### src/rtl/utt_pkg.sv
`default_nettype none
// ----------------------------------------------------------------------------
// utt_pkg: shared types and constants for the uuid text parser
// Character positions, hyphen slots, status codes and the structs that pass
// between the character decoder, the parse core and the top level.
// ----------------------------------------------------------------------------
package utt_pkg;

   // text layout
   localparam int unsigned POS_W = 6;
   localparam logic [POS_W-1:0] UUID_TEXT_LEN = 6'd36;
   localparam logic [POS_W-1:0] POS_SATURATE  = 6'd37;
   localparam logic [POS_W-1:0] HYPHEN_A      = 6'd8;
   localparam logic [POS_W-1:0] HYPHEN_B      = 6'd13;
   localparam logic [POS_W-1:0] HYPHEN_C      = 6'd18;
   localparam logic [POS_W-1:0] HYPHEN_D      = 6'd23;

   // character codes
   localparam logic [7:0] CHAR_NUL    = 8'h00;
   localparam logic [7:0] CHAR_HYPHEN = 8'h2D;
   localparam logic [7:0] CHAR_0      = 8'h30;
   localparam logic [7:0] CHAR_9      = 8'h39;
   localparam logic [7:0] CHAR_UP_A   = 8'h41;
   localparam logic [7:0] CHAR_UP_F   = 8'h46;
   localparam logic [7:0] CHAR_LO_A   = 8'h61;
   localparam logic [7:0] CHAR_LO_F   = 8'h66;
   localparam logic [7:0] DIGIT_TEN   = 8'd10;

   // result status codes
   localparam logic [1:0] STATUS_OK        = 2'd0;
   localparam logic [1:0] STATUS_MALFORMED = 2'd1;
   localparam logic [1:0] STATUS_ZERO      = 2'd2;

   // decoded character
   typedef struct packed {
      logic       is_nul;
      logic       is_hyphen;
      logic       is_hex;
      logic [3:0] nibble;
   } char_class_type;

   // one result word
   typedef struct packed {
      logic [1:0]  status;
      logic [31:0] word0;
      logic [31:0] word1;
      logic [31:0] word2;
      logic [31:0] word3;
   } result_type;

endpackage
`default_nettype wire

### src/rtl/utt_if.sv
`default_nettype none
// ----------------------------------------------------------------------------
// utt_req_if / utt_rsp_if: valid/ready channels of the uuid text parser
// The request channel carries one character per word, the response channel
// carries a status and the four parsed 32-bit words.
// ----------------------------------------------------------------------------
interface utt_req_if;
   logic       valid;
   logic       ready;
   logic [7:0] char_code;

   modport source (output valid, output char_code, input ready);
   modport sink   (input valid, input char_code, output ready);
endinterface

interface utt_rsp_if;
   logic        valid;
   logic        ready;
   logic [1:0]  status;
   logic [31:0] word0;
   logic [31:0] word1;
   logic [31:0] word2;
   logic [31:0] word3;

   modport source (output valid, output status, output word0, output word1,
                   output word2, output word3, input ready);
   modport sink   (input valid, input status, input word0, input word1,
                   input word2, input word3, output ready);
endinterface
`default_nettype wire

### src/rtl/utt_char_decode.sv
`default_nettype none
// ----------------------------------------------------------------------------
// utt_char_decode: character classifier
// Flags the terminator and the hyphen and turns a hex digit of either case
// into its 4-bit value.
// ----------------------------------------------------------------------------
module utt_char_decode (
   input  wire logic [7:0]              char_code,
   output utt_pkg::char_class_type      char_class
);
   import utt_pkg::*;

   logic       is_dec;
   logic       is_up;
   logic       is_lo;
   logic [7:0] dec_val;
   logic [7:0] up_val;
   logic [7:0] lo_val;

   // range checks for the three digit groups
   assign is_dec = (char_code >= CHAR_0) && (char_code <= CHAR_9);
   assign is_up  = (char_code >= CHAR_UP_A) && (char_code <= CHAR_UP_F);
   assign is_lo  = (char_code >= CHAR_LO_A) && (char_code <= CHAR_LO_F);

   assign dec_val = char_code - CHAR_0;
   assign up_val  = char_code - CHAR_UP_A + DIGIT_TEN;
   assign lo_val  = char_code - CHAR_LO_A + DIGIT_TEN;

   // pick the nibble value
   always_comb begin
      char_class.is_nul    = (char_code == CHAR_NUL);
      char_class.is_hyphen = (char_code == CHAR_HYPHEN);
      char_class.is_hex    = is_dec | is_up | is_lo;
      if (is_dec) begin
         char_class.nibble = dec_val[3:0];
      end else if (is_up) begin
         char_class.nibble = up_val[3:0];
      end else if (is_lo) begin
         char_class.nibble = lo_val[3:0];
      end else begin
         char_class.nibble = 4'd0;
      end
   end

endmodule
`default_nettype wire

### src/rtl/utt_parse_core.sv
`default_nettype none
// ----------------------------------------------------------------------------
// utt_parse_core: parse state and result formation
// Holds the character position, the pending high nibble, the 128-bit
// accumulator and the error flag; forms the result on the terminator.
// ----------------------------------------------------------------------------
module utt_parse_core (
   input  wire logic                    clock,
   input  wire logic                    reset,
   input  wire logic                    step,
   input  wire utt_pkg::char_class_type char_class,
   output utt_pkg::result_type          result
);
   import utt_pkg::*;

   logic [POS_W-1:0] pos_ff, pos_in;
   logic [3:0]       hold_ff, hold_in;
   logic [127:0]     acc_ff, acc_in;
   logic             err_ff, err_in;

   logic             hyphen_slot;
   logic [2:0]       hyphens_passed;
   logic             low_digit;
   logic             bad;

   // position classification
   assign hyphen_slot = (pos_ff == HYPHEN_A) || (pos_ff == HYPHEN_B) ||
                        (pos_ff == HYPHEN_C) || (pos_ff == HYPHEN_D);
   assign hyphens_passed = {2'b00, pos_ff > HYPHEN_A} + {2'b00, pos_ff > HYPHEN_B} +
                           {2'b00, pos_ff > HYPHEN_C} + {2'b00, pos_ff > HYPHEN_D};
   // digit index parity: odd index closes a byte
   assign low_digit = pos_ff[0] ^ hyphens_passed[0];

   // result from the state ahead of the terminator
   assign bad = err_ff || (pos_ff != UUID_TEXT_LEN);
   always_comb begin
      if (bad) begin
         result.status = STATUS_MALFORMED;
         result.word0  = '0;
         result.word1  = '0;
         result.word2  = '0;
         result.word3  = '0;
      end else begin
         result.status = (acc_ff == '0) ? STATUS_ZERO : STATUS_OK;
         result.word0  = acc_ff[127:96];
         result.word1  = acc_ff[95:64];
         result.word2  = acc_ff[63:32];
         result.word3  = acc_ff[31:0];
      end
   end

   // next state
   always_comb begin
      pos_in  = pos_ff;
      hold_in = hold_ff;
      acc_in  = acc_ff;
      err_in  = err_ff;
      if (step) begin
         if (char_class.is_nul) begin
            pos_in  = '0;
            hold_in = '0;
            acc_in  = '0;
            err_in  = 1'b0;
         end else begin
            if (pos_ff >= UUID_TEXT_LEN) begin
               err_in = 1'b1;
            end else if (hyphen_slot) begin
               if (!char_class.is_hyphen) begin
                  err_in = 1'b1;
               end
            end else if (!char_class.is_hex) begin
               err_in = 1'b1;
            end else if (!low_digit) begin
               hold_in = char_class.nibble;
            end else begin
               acc_in = {acc_ff[119:0], hold_ff, char_class.nibble};
            end
            if (pos_ff < POS_SATURATE) begin
               pos_in = pos_ff + 6'd1;
            end
         end
      end
   end

   // state registers
   always_ff @(posedge clock) begin
      if (reset) begin
         pos_ff  <= '0;
         hold_ff <= '0;
         acc_ff  <= '0;
         err_ff  <= 1'b0;
      end else begin
         pos_ff  <= pos_in;
         hold_ff <= hold_in;
         acc_ff  <= acc_in;
         err_ff  <= err_in;
      end
   end

   // position never runs past saturation
   a_pos_bound: assert property (@(posedge clock) disable iff (reset)
      pos_ff <= POS_SATURATE)
      else $error("character position past saturation");

   // a terminator returns the parser to its start
   a_nul_clears: assert property (@(posedge clock) disable iff (reset)
      step && char_class.is_nul |=> (pos_ff == '0) && !err_ff && (acc_ff == '0))
      else $error("state not cleared after terminator");

   // text past the end always marks an error
   a_too_long: assert property (@(posedge clock) disable iff (reset)
      step && !char_class.is_nul && (pos_ff >= UUID_TEXT_LEN) |=> err_ff)
      else $error("overlong text not flagged");

   // error stays set until the terminator
   a_err_sticky: assert property (@(posedge clock) disable iff (reset)
      err_ff && !(step && char_class.is_nul) |=> err_ff)
      else $error("error flag dropped early");

endmodule
`default_nettype wire

### src/rtl/uuid_text_to_words.sv
`default_nettype none
// ----------------------------------------------------------------------------
// uuid_text_to_words: canonical uuid text parser
// Parses "xxxxxxxx-xxxx-xxxx-xxxx-xxxxxxxxxxxx" text into four 32-bit words.
// ----------------------------------------------------------------------------
// Usage:
//   req carries one character per word; a zero character ends the text.
//   rsp carries one word per terminator: status (ok, malformed, all zeros)
//   and word0..word3, big-endian in text order, zero when malformed.
//   Non-terminator characters produce no response.
// Timing:
//   a character accepted into the input register is decoded there and folded
//   into the parse state; a terminator's response is loaded into the response
//   register once that slot is free, and is taken from there on rsp.ready.
//   Throughput is one character per cycle unless a terminator stalls; set by
//   the combinational decode and 128-bit shift from input to state registers.
// Stall:
//   while a response waits on rsp.ready, characters keep flowing; only a
//   further terminator holds in the input register until the response slot
//   frees, and req.ready drops once that register is blocked.
// Reset:
//   synchronous reset empties both registers and returns the parser to
//   position zero with the accumulator and error flag cleared.
// ----------------------------------------------------------------------------
module uuid_text_to_words (
   input  wire logic   clock,
   input  wire logic   reset,
   utt_req_if.sink     req,
   utt_rsp_if.source   rsp
);
   import utt_pkg::*;

   logic           s1_valid_ff, s1_valid_in;
   logic [7:0]     char_ff;
   char_class_type char_class;
   result_type     result;
   result_type     rsp_data_ff;
   logic           rsp_valid_ff, rsp_valid_in;
   logic           out_free;
   logic           go;

   // decode the registered character
   utt_char_decode u_decode (
      .char_code  (char_ff),
      .char_class (char_class)
   );

   // parse state
   utt_parse_core u_core (
      .clock      (clock),
      .reset      (reset),
      .step       (go),
      .char_class (char_class),
      .result     (result)
   );

   // flow control: only a terminator needs the response slot
   assign out_free  = !rsp_valid_ff || rsp.ready;
   assign go        = s1_valid_ff && (!char_class.is_nul || out_free);
   assign req.ready = !s1_valid_ff || go;

   // input register
   assign s1_valid_in = req.valid || (s1_valid_ff && !go);
   always_ff @(posedge clock) begin
      if (reset) begin
         s1_valid_ff <= 1'b0;
      end else begin
         s1_valid_ff <= s1_valid_in;
      end
   end

   always_ff @(posedge clock) begin
      if (req.valid && req.ready) begin
         char_ff <= req.char_code;
      end
   end

   // response register
   always_comb begin
      rsp_valid_in = rsp_valid_ff;
      if (go && char_class.is_nul) begin
         rsp_valid_in = 1'b1;
      end else if (rsp.ready) begin
         rsp_valid_in = 1'b0;
      end
   end

   always_ff @(posedge clock) begin
      if (reset) begin
         rsp_valid_ff <= 1'b0;
      end else begin
         rsp_valid_ff <= rsp_valid_in;
      end
   end

   always_ff @(posedge clock) begin
      if (go && char_class.is_nul) begin
         rsp_data_ff <= result;
      end
   end

   assign rsp.valid  = rsp_valid_ff;
   assign rsp.status = rsp_data_ff.status;
   assign rsp.word0  = rsp_data_ff.word0;
   assign rsp.word1  = rsp_data_ff.word1;
   assign rsp.word2  = rsp_data_ff.word2;
   assign rsp.word3  = rsp_data_ff.word3;

   // a pending response is never overwritten
   a_no_overwrite: assert property (@(posedge clock) disable iff (reset)
      rsp_valid_ff && !rsp.ready |-> !(go && char_class.is_nul))
      else $error("response overwritten while stalled");

   // a stalled terminator holds the input register
   a_nul_holds: assert property (@(posedge clock) disable iff (reset)
      s1_valid_ff && char_class.is_nul && !out_free |=> s1_valid_ff && $stable(char_ff))
      else $error("stalled terminator lost");

   // malformed responses carry zero in word0 and word3
   a_malformed_zero: assert property (@(posedge clock) disable iff (reset)
      rsp_valid_ff && (rsp_data_ff.status == STATUS_MALFORMED) |->
      (rsp_data_ff.word0 == '0) && (rsp_data_ff.word3 == '0))
      else $error("malformed response carries data");

endmodule
`default_nettype wire

### src/flat_wrapper.sv
// flat-port wrapper written by rule: the top's interface ports become plain ports
module uuid_text_to_words_flat import utt_pkg::*;
  (clock, reset, req_valid, req_char_code, req_ready, rsp_valid, rsp_status, rsp_word0, rsp_word1, rsp_word2, rsp_word3, rsp_ready);
  utt_req_if req_i ();
  utt_rsp_if rsp_i ();
  input  wire logic clock;
  input  wire logic reset;
  input wire logic [$bits(req_i.valid)-1:0] req_valid;
  input wire logic [$bits(req_i.char_code)-1:0] req_char_code;
  output wire logic [$bits(req_i.ready)-1:0] req_ready;
  output wire logic [$bits(rsp_i.valid)-1:0] rsp_valid;
  output wire logic [$bits(rsp_i.status)-1:0] rsp_status;
  output wire logic [$bits(rsp_i.word0)-1:0] rsp_word0;
  output wire logic [$bits(rsp_i.word1)-1:0] rsp_word1;
  output wire logic [$bits(rsp_i.word2)-1:0] rsp_word2;
  output wire logic [$bits(rsp_i.word3)-1:0] rsp_word3;
  input wire logic [$bits(rsp_i.ready)-1:0] rsp_ready;
  assign req_i.valid = req_valid;
  assign req_i.char_code = req_char_code;
  assign req_ready = req_i.ready;
  assign rsp_valid = rsp_i.valid;
  assign rsp_status = rsp_i.status;
  assign rsp_word0 = rsp_i.word0;
  assign rsp_word1 = rsp_i.word1;
  assign rsp_word2 = rsp_i.word2;
  assign rsp_word3 = rsp_i.word3;
  assign rsp_i.ready = rsp_ready;
  uuid_text_to_words u_core (.clock(clock), .reset(reset), .req(req_i), .rsp(rsp_i));
endmodule
### config.mk
export PLATFORM = sky130hd
export DESIGN_NAME = uuid_text_to_words_flat
export DESIGN_NICKNAME = d
export VERILOG_FILES = /design/src/rtl/utt_pkg.sv /design/src/rtl/utt_if.sv /design/src/rtl/utt_char_decode.sv /design/src/rtl/utt_parse_core.sv /design/src/rtl/uuid_text_to_words.sv /design/src/flat_wrapper.sv
export SDC_FILE = /design/constraint.sdc
export NUM_CORES = 1
export LEC_CHECK = 0
export BUFFER_PORTS_ARGS = -buffer_cell sky130_fd_sc_hd__buf_2
export CORE_MARGIN = 8
export CORE_UTILIZATION = 25
export CTS_CLUSTER_DIAMETER = 40
export CTS_CLUSTER_SIZE = 10
export DETAILED_ROUTE_END_ITERATION = 10
export GPL_TIMING_DRIVEN = 0
export SETUP_SLACK_MARGIN = 0.1
export SLEW_MARGIN = 20
export SYNTH_ARGS = -nofsm -noshare
export SYNTH_HDL_FRONTEND = slang
export SYNTH_SLANG_ARGS = --single-unit
### constraint.sdc
create_clock -name clock -period 5.3 [get_ports clock]
set_input_delay 0.795 -clock clock [delete_from_list [all_inputs] [get_ports clock]]
set_output_delay 0.795 -clock clock [all_outputs]
set_load 0.02 [all_outputs]
==> summary.txt <==
Floorplan
  • Die height: 220 microns
  • Width of the die: 220 microns
  • IO Pins: 144
  • Core area: 0.0408 sq mm
  • Die Area: 0.0482 sq mm
  • Row cnt: 74
  • Starting Density: 25.4%

Clock network
  • CTS sink cnt: 279
  • # H-tree levels: 2
  • Hold_buf cts: 0
  • Skew-Pair Late Insertion Delay: 0.53 ns
  • CTS tree: done
  • Cts repair resizes: 0
  • CTS Buffer Depth: 3
  • Post-CTS Setup Inserts: 0
  • Clock root cell: clkbuf_16
  • Num CTS Buffers: 42
  • Worst-path clk slew: 0.05 ns

Logic synthesis
  • Main synth FF type: dfxtp_1
  • Syn_nets: 783
  • Largest area contributor in the netlist: edfxtp_1
  • Synth Instances: 764
  • Unique masters post-synth: 61
  • Mapped Area: 0.0104 sq mm
  • Area share of the largest cell type after synthesis: 40.0%
  • Synth warn: 0
  • Seq/Total Area, Yosys: 67.2%
  • EDFF count, synth: 138
  • Largest cells by area after synthesis: edfxtp_1 40%, dfxtp_1 27%, a22o_1 10%
  • Mapped Avg Cell Area: 13.6 sq um
  • Synth async-reset ratio: 0%
  • FF+latch count, synth: 279

Power and ir drop
  • P_leak: 5.08 nW
  • Pwr dens: 375 mW/mm^2
  • Maximum vdd drop: 0.220 mV

Setup path
  • Max FO, Critical Path: 7
  • Startpoint Class: flop
  • CP cell instances: inv_1 -> ha_1 -> nor4b_2 -> and2_1 -> clkbuf_1 -> nand3_1 -> buf_2
  • Reg2Reg Depth: 7
  • Critical path class: reg -> out
  • Max incr delay on CP: 0.47 ns
  • Arr. time, crit path: 2.28 ns
  • Slowest CP cell: edfxtp_1
  • Data required, critical path: 4.51 ns
  • CP Capture Type: output port

Timing
  • RSZ-0062 raised after global routing: false
  • Layout Skew: 0.0332 ns
  • Hold Vio Cnt, Final: 0
  • Max_slew headroom: 43.6%
  • Final number of max-transition violations: 0
  • Tmin final: 3.08 ns
  • Final setup fails: 0
  • Final Cycle Share: 58.1%
  • Max frequency: 0.325 GHz
  • Slew @ Worst Pin: 0.843 ns

Layout
  • Share of layout cells above drive strength 1: 25.0%
  • Most frequent cells in the layout: 166 x buf_2, 141 x dfxtp_1, 138 x edfxtp_1, 129 x and2_1, 120 x a22o_1
  • Layout Area Growth over Synthesis: 26.6%
  • Finished Layout Cells: 1517
  • Final Util: 32.1%
  • Final Net Count: 970
  • Filler cell count in the final layout: 4104
  • Commonest non-fill, non-tap cell in the layout: buf_2
  • Antenna cells: 0

GRT
  • Initial antenna violation count: 0
  • Gr ovfl total: 0
  • Largest net degree at the start of global routing: 84
  • First-pass GRT wire length: 41600 microns
  • Overall routing resource usage: 11.0%
  • Vias in the first global route: 6922

Routing
  • Routed len/inst: 18.1 microns
  • DRC: 0
  • Post-route ant nets: 0
  • Final WL: 27400 microns
  • First DRT Iteration DRCs: 591
  • Total number of vias: 6904
  • DRT Pass-1 Iters: 5
  • Vias per std cell: 4.55

Hold path
  • Min-delay worst type: in -> reg
  • WHS Path Cells: 1

Place
  • Port bufs: 142
  • Final Wtd Congestion: 0.778
  • HPWL Detailed: 19600 microns
  • Dpl cells: 1439

Run
  • Max Cap Violations: 0

Outcome
  • Status: finished clean
## through the flow
step	cell area, sq um	worst slack (ns)	total power, mW	hold WS, ns	TNS (ns)
3_3_place_gp	11700	-0.488	2.38	0.478	-17.89
6_report	13100	2.22	4.92	0.447	0
2_1_floorplan	10400	0.861	2.36	0.449	0
5_1_grt	13100	1.98	5.09	0.419	0
4_1_cts	13100	2.19	4.99	0.414	0
3_5_place_dp	11800	2.21	2.38	0.481	0
## layer usage
metal | part of all wire, % | vias to the layer above | GRT usage (%)
met5 | 0 | - | 0
met4 | 1.9 | 0 | 2.94
met3 | 6.8 | 39 | 2.67
met2 | 46 | 237 | 17.4
met1 | 45 | 3351 | 15.0
li1 | - | 3277 | -
## final cells by class
| class | instances | area (sq um) | area share [%] |
|---|---|---|---|
| Clock buffer | 60 | 1180 | 9.01 |
| Timing Repair Buffer | 143 | 738 | 5.63 |
| Buffer | 48 | 214 | 1.63 |
| Tap cell | 532 | 666 | 5.08 |
| Clock inverter | 18 | 159 | 1.21 |
| Inverter | 11 | 48.8 | 0.372 |
| Multi-Input combinational cell | 426 | 3140 | 23.9 |
| Sequential cell | 279 | 6970 | 53.1 |
## state kept, by name, summed over array words and instances, names as in the netlist
register,flops
u_core.u_core.pos_ff,6
u_core.rsp.word3,32
u_core.u_core.acc_ff,128
u_core.u_core.err_ff,1
u_core.s1_valid_ff,1
u_core.rsp.word1,32
u_core.rsp.valid,1
u_core.rsp.word0,32
u_core.char_ff,8
u_core.u_core.hold_ff,4
u_core.rsp.status,2
u_core.rsp.word2,32
## critical path, delay by kind of cell (launching register included)
| kind | cells | cell delay, ns |
|---|---|---|
| fa+ha+maj | 1 | 0.14 |
| buf+inv | 3 | 0.57 |
| flops | 1 | 0.47 |
| simple gates | 3 | 0.60 |
## Yosys cell counts (2+ instances only)
cell type and number:
nor3_1 2, nand2b_1 10, nor4_1 32, o2111ai_1 2, edfxtp_1 138, nor2_1 2
nand4_1 8, a21oi_2 4, or3b_1 2, buf_2 24, nor2b_1 5, nand3_1 7
o2111a_1 2, and3_1 3, nand4b_1 2, or3_1 2, or4_1 2, o21ai_0 8
ha_1 7, mux2_2 2, nor3b_1 6, and2_1 129, a22o_1 120, nand2_1 14
xnor2_1 2, nor4b_1 2, a21o_1 3, inv_1 11, mux2i_1 6, a21boi_0 3
buf_1 2, o31ai_1 4, clkbuf_1 21, a21oi_1 10, dfxtp_1 141
## where the power goes
part	internal [mW]	switching [mW]
sequential	2.26	0.00870
clock	1.61	0.973
combinational	0.0247	0.0479
## cell families after synthesis
family,Yosys count,synth area share (%)
AND/OR/NAND/NOR,235,14.3
flip-flops,279,67.2
XOR/XNOR,3,0.254
multiplexers,8,0.797
adder cells (fa/ha/maj),7,0.845
AO/OA/AOI/OAI,173,14.1
buffers and inverters,59,2.46
## final timing paths
path	end	startpoint	slack, ns
setup / recovery	req_ready	u_core.char_ff[0]	2.22
hold / removal	u_core.char_ff[6]	req_char_code[6]	0.45
setup reg to reg	u_core.rsp.word0[30]	u_core.u_core.pos_ff[0]	2.23
hold reg to reg	u_core.u_core.acc_ff[7]	u_core.u_core.hold_ff[3]	0.49
(Power assumes the default switching activity.)
